<file path="src/design/bdld_pkg.sv">
package bdld_pkg;

	// Fixed field widths
	localparam int unsigned VALUE_W = 16;
	localparam int unsigned BCD_W   = 4;
	localparam int unsigned LATCH_W = 2;

	// Divide by ten through a reciprocal: q = (v * RECIP10) >> RECIP_SHIFT,
	// exact for every 16-bit v
	localparam int unsigned    RECIP_SHIFT = 19;
	localparam logic [15:0]    RECIP10     = 16'd52429;
	localparam int unsigned    PROD_W      = 32;

	typedef logic [VALUE_W-1:0] value_t;
	typedef logic [BCD_W-1:0]   bcd_t;
	typedef logic [LATCH_W-1:0] latch_t;

	// Result payload
	typedef struct packed {
		bcd_t   bcd_code;
		latch_t latch_index;
		logic   last;
	} result_t;

endpackage

</file>
<file path="src/design/bdld_if.sv">
// Value request channel
interface bdld_value_if;
	logic               valid;
	logic               ready;
	bdld_pkg::value_t   value;

	modport source (output valid, output value, input ready);
	modport sink   (input valid, input value, output ready);
endinterface

// Digit result channel
interface bdld_result_if;
	logic               valid;
	logic               ready;
	bdld_pkg::bcd_t     bcd_code;
	bdld_pkg::latch_t   latch_index;
	logic               last;

	modport source (output valid, output bcd_code, output latch_index, output last,
		input ready);
	modport sink   (input valid, input bcd_code, input latch_index, input last,
		output ready);
endinterface

</file>
<file path="src/design/bdld_div_stage.sv">
// One decimal place: strips the lowest digit of the running quotient
module bdld_div_stage #(
	parameter int unsigned DIGITS = 3,
	parameter int unsigned POS    = 0
) (
	input  logic                          clk,
	input  logic                          arst_n,
	input  logic                          up_valid,
	output logic                          up_ready,
	input  bdld_pkg::value_t              up_quot,
	input  logic [DIGITS-1:0][3:0]        up_digs,
	output logic                          dn_valid,
	input  logic                          dn_ready,
	output bdld_pkg::value_t              dn_quot,
	output logic [DIGITS-1:0][3:0]        dn_digs
);

	logic [bdld_pkg::PROD_W-1:0] prod;
	bdld_pkg::value_t            quot;
	bdld_pkg::bcd_t              rem;
	logic [DIGITS-1:0][3:0]      digs;

	logic                        vld_q;
	bdld_pkg::value_t            quot_q;
	logic [DIGITS-1:0][3:0]      digs_q;

	// Reciprocal multiply, then remainder by shift and subtract
	always_comb begin
		prod = bdld_pkg::PROD_W'(up_quot) * bdld_pkg::PROD_W'(bdld_pkg::RECIP10);
		quot = bdld_pkg::value_t'(prod >> bdld_pkg::RECIP_SHIFT);
		rem  = bdld_pkg::BCD_W'(up_quot - (quot << 3) - (quot << 1));
		digs = up_digs;
		digs[DIGITS-1-POS] = rem;
	end

	assign up_ready = !vld_q || dn_ready;

	// Control
	always_ff @(posedge clk or negedge arst_n) begin
		if (!arst_n) begin
			vld_q <= 1'b0;
		end else if (up_ready) begin
			vld_q <= up_valid;
		end
	end

	// Payload
	always_ff @(posedge clk) begin
		if (up_ready && up_valid) begin
			quot_q <= quot;
			digs_q <= digs;
		end
	end

	assign dn_valid = vld_q;
	assign dn_quot  = quot_q;
	assign dn_digs  = digs_q;

endmodule

</file>
<file path="src/design/bcd_digit_latch_driver_core.sv">
// Channel   Dir   Payload                              Handshake
// value_ch  in    value[15:0]                          valid/ready
// digit_ch  out   bcd_code[3:0], latch_index[1:0], last valid/ready
//
// Path from request to first digit: input register, one divide-by-ten
// stage per digit, output serialiser; the next value loads as the last
// digit is taken. One digit per cycle leaves while digit_ch.ready is high.
// Reset clears the valid bits and cnt_q; payload registers are not reset.
// Back-pressure ripples stage by stage; nothing is dropped or repeated.
module bcd_digit_latch_driver_core #(
	parameter int unsigned DIGITS = 3
) (
	input  logic                 clk,
	input  logic                 arst_n,
	bdld_value_if.sink           value_ch,
	bdld_result_if.source        digit_ch
);

	localparam int unsigned CW = (DIGITS > 1) ? $clog2(DIGITS) : 1;

	// Input register
	logic                        vld_s1;
	bdld_pkg::value_t            value_s1;
	logic                        rdy_s1;

	// Chain between divide stages
	logic                        ch_valid [DIGITS+1];
	logic                        ch_ready [DIGITS+1];
	bdld_pkg::value_t            ch_quot  [DIGITS+1];
	logic [DIGITS-1:0][3:0]      ch_digs  [DIGITS+1];

	// Serialiser
	logic                        ser_vld_q;
	logic [DIGITS-1:0][3:0]      ser_digs_q;
	logic [CW-1:0]               cnt_q;
	logic                        ser_last;
	logic                        ser_ready;
	bdld_pkg::result_t           res;

	assign rdy_s1         = !vld_s1 || ch_ready[0];
	assign value_ch.ready = rdy_s1;

	always_ff @(posedge clk or negedge arst_n) begin
		if (!arst_n) begin
			vld_s1 <= 1'b0;
		end else if (rdy_s1) begin
			vld_s1 <= value_ch.valid;
		end
	end

	always_ff @(posedge clk) begin
		if (rdy_s1 && value_ch.valid) begin
			value_s1 <= value_ch.value;
		end
	end

	assign ch_valid[0] = vld_s1;
	assign ch_quot[0]  = value_s1;
	assign ch_digs[0]  = '0;

	// One stage per decimal place, lowest place first
	for (genvar k = 0; k < DIGITS; k++) begin : g_div
		bdld_div_stage #(
			.DIGITS (DIGITS),
			.POS    (k)
		) u_div (
			.clk      (clk),
			.arst_n   (arst_n),
			.up_valid (ch_valid[k]),
			.up_ready (ch_ready[k]),
			.up_quot  (ch_quot[k]),
			.up_digs  (ch_digs[k]),
			.dn_valid (ch_valid[k+1]),
			.dn_ready (ch_ready[k+1]),
			.dn_quot  (ch_quot[k+1]),
			.dn_digs  (ch_digs[k+1])
		);
	end

	// Serialiser: emits the held digits most significant first
	assign ser_last           = (cnt_q == CW'(DIGITS - 1));
	assign ser_ready          = !ser_vld_q || (digit_ch.ready && ser_last);
	assign ch_ready[DIGITS]   = ser_ready;

	always_ff @(posedge clk or negedge arst_n) begin
		if (!arst_n) begin
			ser_vld_q <= 1'b0;
			cnt_q     <= '0;
		end else if (ser_ready) begin
			ser_vld_q <= ch_valid[DIGITS];
			cnt_q     <= '0;
		end else if (digit_ch.ready) begin
			cnt_q <= cnt_q + CW'(1);
		end
	end

	always_ff @(posedge clk) begin
		if (ser_ready && ch_valid[DIGITS]) begin
			ser_digs_q <= ch_digs[DIGITS];
		end
	end

	// Result fields
	always_comb begin
		res.bcd_code    = ser_digs_q[cnt_q];
		res.latch_index = bdld_pkg::LATCH_W'(cnt_q);
		res.last        = ser_last;
	end

	assign digit_ch.valid       = ser_vld_q;
	assign digit_ch.bcd_code    = res.bcd_code;
	assign digit_ch.latch_index = res.latch_index;
	assign digit_ch.last        = res.last;

endmodule
</file>
<file path="src/flat_wrapper.sv">
// flat-port wrapper written by rule: the top's interface ports become plain ports
module bcd_digit_latch_driver_core_flat 
#(
	parameter int unsigned DIGITS = 3
)
  (clk, arst_n, value_ch_valid, value_ch_value, value_ch_ready, digit_ch_valid, digit_ch_bcd_code, digit_ch_latch_index, digit_ch_last, digit_ch_ready);
  bdld_value_if value_ch_i ();
  bdld_result_if digit_ch_i ();
  input  logic clk;
  input  logic arst_n;
  input wire logic [$bits(value_ch_i.valid)-1:0] value_ch_valid;
  input wire logic [$bits(value_ch_i.value)-1:0] value_ch_value;
  output wire logic [$bits(value_ch_i.ready)-1:0] value_ch_ready;
  output wire logic [$bits(digit_ch_i.valid)-1:0] digit_ch_valid;
  output wire logic [$bits(digit_ch_i.bcd_code)-1:0] digit_ch_bcd_code;
  output wire logic [$bits(digit_ch_i.latch_index)-1:0] digit_ch_latch_index;
  output wire logic [$bits(digit_ch_i.last)-1:0] digit_ch_last;
  input wire logic [$bits(digit_ch_i.ready)-1:0] digit_ch_ready;
  assign value_ch_i.valid = value_ch_valid;
  assign value_ch_i.value = value_ch_value;
  assign value_ch_ready = value_ch_i.ready;
  assign digit_ch_valid = digit_ch_i.valid;
  assign digit_ch_bcd_code = digit_ch_i.bcd_code;
  assign digit_ch_latch_index = digit_ch_i.latch_index;
  assign digit_ch_last = digit_ch_i.last;
  assign digit_ch_i.ready = digit_ch_ready;
  bcd_digit_latch_driver_core #(.DIGITS(DIGITS)) u_core (.clk(clk), .arst_n(arst_n), .value_ch(value_ch_i), .digit_ch(digit_ch_i));
endmodule
</file>
<file path="config.mk">
export PLATFORM = sky130hd
export DESIGN_NAME = bcd_digit_latch_driver_core_flat
export DESIGN_NICKNAME = d
export VERILOG_FILES = /design/src/design/bdld_pkg.sv /design/src/design/bdld_if.sv /design/src/design/bdld_div_stage.sv /design/src/design/bcd_digit_latch_driver_core.sv /design/src/flat_wrapper.sv
export SDC_FILE = /design/constraint.sdc
export NUM_CORES = 1
export LEC_CHECK = 0
export ABC_AREA = 1
export ABC_CLOCK_PERIOD_IN_PS = 9900
export BUFFER_PORTS_ARGS = -buffer_cell sky130_fd_sc_hd__buf_2
export CORE_MARGIN = 3
export CORE_UTILIZATION = 50
export DETAILED_ROUTE_END_ITERATION = 10
export PLACE_DENSITY = 0.63
export SKIP_LAST_GASP = 1
export SLEW_MARGIN = 20
export SYNTH_ARGS = -nofsm -noshare
export SYNTH_HDL_FRONTEND = slang
export SYNTH_SLANG_ARGS = --single-unit
</file>
<file path="constraint.sdc">
create_clock -name clk -period 9.9 [get_ports clk]
set_input_delay 1.98 -clock clk [delete_from_list [all_inputs] [get_ports clk]]
set_output_delay 1.98 -clock clk [all_outputs]
set_load 0.03 [all_outputs]
</file>
**After elaboration in Yosys (flattened, before gate mapping)**

Index checks and enable logic that the tools add are counted.

- Flip-flop bits (word level): 82
- Input bits: 20
- Output and inout port bits: 9
- Logic and storage cells: 51

- Add/subtract/negate cells: 7
- Multiply operators: 3
- Magnitude comparators: 1
- Equality and inequality tests: 1
- Muxes and demuxes: 4
- Reductions and logical operators: 17

Operator list:

| kind | count |
|---|---|
| $mul 16x16->32 const B | 1 |
| $mul 13x16->29 const B | 1 |
| $sub 4x4->4 | 6 |
| $mul 10x16->22 const B | 1 |
| $bmux 4 s2 | 1 |
| $logic_and 1x1->1 | 6 |
| $logic_not 1->1 | 5 |
| $logic_or 1x1->1 | 5 |
| $mux 2 | 2 |
| $mux 4 | 1 |
| $lt 2x3->1 const B | 1 |
| $add 2x1->2 const B | 1 |
| $eq 2x2->1 const B | 1 |
| $reduce_bool 2->1 | 1 |

**Depth between registers and ports, before layout**

- Depth in word-level cells: 8
- Depth in mapped cells: 29
- Depth with buffers taken out: 29

**Modules after synthesis**

From an unflattened synthesis, not the netlist that was laid out.

- Cells, all modules: 1,995
- Area total of the unflattened synthesis: 18,754.2 µm²

Modules (own cells, without submodules):

| module | times used | cells an instance | area each (µm²) | seq. area each (µm²) |
|---|---|---|---|---|
| bdld_div_stage (u_core.g_div[0].u_div) | 1 | 661 | 5,959.5 | 775.7 |
| bdld_div_stage (u_core.g_div[2].u_div) | 1 | 637 | 5,860.6 | 775.7 |
| bdld_div_stage (u_core.g_div[1].u_div) | 1 | 613 | 5,771.8 | 775.7 |
| bcd_digit_latch_driver_core | 1 | 84 | 1,162.4 | 940.9 |

**Worst setup path after synthesis**

No wires, ideal clock.

- Kind: reg2reg
- Start: register u_core.value_s1[3]
- End: register u_core.g_div[0].u_div.digs_q (netlist bit u_core.g_div[0].u_div.dn_digs[11]), data pin
- Setup time: 0.249 ns
- Arrival time: 5.230 ns
- Required time: 9.651 ns
- Setup slack: 4.421 ns
- Stages on the path, launching flop included: 25
- Path buffers: 0
- Period minus slack after synthesis: 5.479 ns
- Path through: edfxtp_1 -> ha_1 -> inv_1 -> fa_1 -> inv_1 -> fa_1 -> fa_1 -> fa_1 -> inv_1 -> fa_1 -> inv_1 -> ha_1 -> a21oi_1 -> nor2_1 -> nor2_1 -> o21ai_0 -> a21oi_1 -> xnor2_1 -> ha_1 -> xor2_1 -> inv_1 -> nand3_1 -> nand3_1 -> nand2_1 -> inv_1

RTL lines:

| item | RTL line | source |
|---|---|---|
| start, declared | bcd_digit_latch_driver_core.sv:23 | `bdld_pkg::value_t value_s1;` |
| start signal, assigned | bcd_digit_latch_driver_core.sv:53 | `value_s1 <= value_ch.value;` |
| end signal, assigned | bdld_div_stage.sv:51 | `digs_q <= digs;` |
| end, declared | bdld_div_stage.sv:25 | `logic [DIGITS-1:0][3:0] digs_q;` |

==> metrics.txt <==
largest family of logic cells by synthesized area=adder cells; Post-Syn Nets=1,853; reg-to-reg slack, setup=3.95 ns; skew final=0.008012 ns; final std cells w/o fill=1,773; critical path endpoint category=register; final wirelength=27,880 um; Max-Slew Margin vs Limit=36.19%; Tot GR Track Use=20.71%; top cells by count, synth=386 x inv_1, 278 x ha_1, 157 x fa_1; routed length per instance=15.72 um; die height=167.5 um; clock buffer depth=2; Initial Util=51.33%; filler instances=2,329; simple-gate portion of the synthesized area=10.51%; compound-gate portion of the synthesized area=5.979%; clk_lat worst skew=0.35 ns; drt initial violations=520; Boundary Pins=29; Worst path depth=24; Post-Synth XOR/XNOR Area=2.755%; period utilization=60.13%; CTS tree=built; first-pass GRT wire length=46,460 um; Multi-input gate area=9130 sq um; CP arrival=6.06 ns; H-tree depth=3; Cells after Synth=1,398; initial antenna violation count=0; unrepaired setup endpoints after global routing=false; post-synthesis mux area share=0%; row cnt=58; DPL Wire Length=25,110 um; ANT cells=0; Final ANT Viol Nets=0; Post-Syn Area=13,040 sq um; number of synthesized flops with an enable pin=75; Critical Path RT=10.01 ns; vias per std cell=5.033; Core Area=25,400 sq um; die width=167.5 um; Min-Delay Path Class=reg -> reg; port bufs=28; final slew viol count=0; crit path time final=5.953 ns; clock-pin slew on the worst setup and hold paths=0.07 ns; Register-to-Register Path Depth=24; post-synthesis async set-or-reset flop share=8.537%; via count=8,924; die area=28,050 sq um; Final Hold Viols=0; main flop type after synthesis=edfxtp_1; Worst-Margin Slew=0.9537 ns; total grt overflow=0; Distinct cells, synth=37; Setup TNS Final=0 ns; most numerous cell in the Yosys netlist=inv_1; top cells by area, synth=ha_1 27%, fa_1 24%, edfxtp_1 17%, inv_1 11%, nand2_1 4.3%; CTS Buf Count=9; Avg Cell Area, Syn=9.325 sq um; #FFs+latches synth=82; DP Cell Count=1,757; Final nets=1,893; Hold-fix buffers, CTS=0; crit path launch=u_core.value_s1[3]; Clk Tree Root Cell=clkbuf_16; Max Fanout on Critical Path=6; residual DRC count=0; WP buf/inv=6; register area=2427 sq um; Seq/Total Area, Yosys=18.62%; status=finished, final reports clean; crit path kind=reg -> reg; critical path endpoint=u_core.g_div[0].u_div.dn_digs[11]; adder-cell area share of the yosys netlist=50.79%; CP cell instances=ha_1 -> inv_1 -> fa_1 -> inv_1 -> fa_1 -> fa_1 -> fa_1 -> inv_1 -> fa_1 -> inv_1 -> ha_1 -> a21oi_1 -> nor2_1 -> nor2_1 -> o21ai_0 -> a21oi_1 -> xnor2_1 -> ha_1 -> xor2_1 -> inv_1 -> nand3_1 -> nand3_1 -> nand2_1 -> inv_1; Post-CTS Setup Inserts=0; DR pass1 iterations=5; achievable clock frequency=168.0 MHz; final setup fails=0; synth warn=0; share of cells above drive strength 1=5.475%; CP most frequent cell=inv_1; area delta synth->final=6.719%; slowest library cell on the worst path=fa_1; Crit Reg-Reg Endpoint=u_core.g_div[0].u_div.dn_digs[11]; clock sinks=82; Synth top area share=26.68%; delay-heaviest family, CP=adder cells; reg-to-reg startpoint=u_core.value_s1[3]; post-synth top area cell=ha_1; post-CTS sizing=0; Max Cap Violations=0; CP Launch Type=register; vias in the first global route=9,229; RD Place Congestion=0.9635; max incr delay on CP=0.55 ns; pin count of the biggest net entering global routing=19
## registers in the layout, indices dropped and copies added, names as in the netlist
| register | flops |
|---|---|
| u_core.digit_ch.latch_index | 2 |
| u_core.digit_ch.valid | 1 |
| u_core.g_div.u_div.dn_digs | 24 |
| u_core.g_div.u_div.dn_quot | 23 |
| u_core.g_div.u_div.dn_valid | 3 |
| u_core.ser_digs_q | 12 |
| u_core.value_s1 | 16 |
| u_core.vld_s1 | 1 |
## layer usage
layer  GRT usage, %  wire (um)
met1          31.58      13970
met2          31.79      12320
met3          3.116       1299
met4          3.806        282
met5              0          0
## how the worst min path moves through the flow
stage | cells past startpoint | to | from | slack (ns)
3_5_place_dp | 0 | u_core.g_div[1].u_div.dn_digs[9] | u_core.g_div[0].u_div.dn_digs[9] | 0.40
6_report | 0 | u_core.ser_digs_q[11] | u_core.g_div[2].u_div.dn_digs[11] | 0.42
4_1_cts | 0 | u_core.ser_digs_q[11] | u_core.g_div[2].u_div.dn_digs[11] | 0.42
3_3_place_gp | 0 | u_core.ser_digs_q[11] | u_core.g_div[2].u_div.dn_digs[11] | 0.40
5_1_grt | 0 | u_core.g_div[1].u_div.dn_digs[9] | u_core.g_div[0].u_div.dn_digs[9] | 0.43
2_1_floorplan | 0 | u_core.g_div[1].u_div.dn_digs[10] | u_core.g_div[0].u_div.dn_digs[10] | 0.40
## layout by cell type (no fill, tap or decap), drive strengths merged
| master | n |
|---|---|
| dfrtp | 7 |
| nand3b | 1 |
| xnor2 | 19 |
| ha | 278 |
| a221oi | 1 |
| nand4 | 5 |
| fa | 157 |
| clkinv | 4 |
| a31oi | 4 |
| nor3 | 12 |
| clkbuf | 13 |
| and2 | 1 |
| o31ai | 4 |
| buf | 30 |
| o21bai | 6 |
| nand3 | 45 |
| a21boi | 5 |
| or2 | 3 |
| a21o | 12 |
| o211ai | 3 |
| inv | 392 |
| o21ai | 36 |
| nand2 | 159 |
| a211oi | 2 |
| a21oi | 65 |
| nor2 | 78 |
| nor4 | 3 |
| xor2 | 22 |
| nor3b | 1 |
| edfxtp | 75 |
## kinds of logic (layout without fill, tap and decap cells)
logic type	after synthesis	in the layout
and+or+nand+nor	308	308
xor gates and xnor gates	41	41
adders and majority gates	435	435
buffers and inverters	394	439
DFF	82	82
AOI/OAI and AO/OA	138	138
## metrics by stage
step	hold WS [ns]	instance area (sq um)	setup WS, ns	util (%)
after global placement	0.4005	13600	4.110	53.55
final	0.4167	13910	3.947	54.77
after CTS	0.4183	13910	3.927	54.77
after detailed placement	0.4045	13600	3.986	53.55
after floorplan	0.4003	13040	4.421	-
after global routing	0.4261	13910	3.547	54.77
## cell type report
type                       instances  area share, %
inverter                         393          10.60
tap                              330          2.968
multi-input combinational        922          65.63
clock buffer                      13          2.105
sequential                        82          17.45
clock inverter                     3         0.1349
timing repair buffer              30          1.115
Power is left out: the tool's default activity adds up to more than one toggle a clock period on the data nets, which glitch-free logic cannot reach.
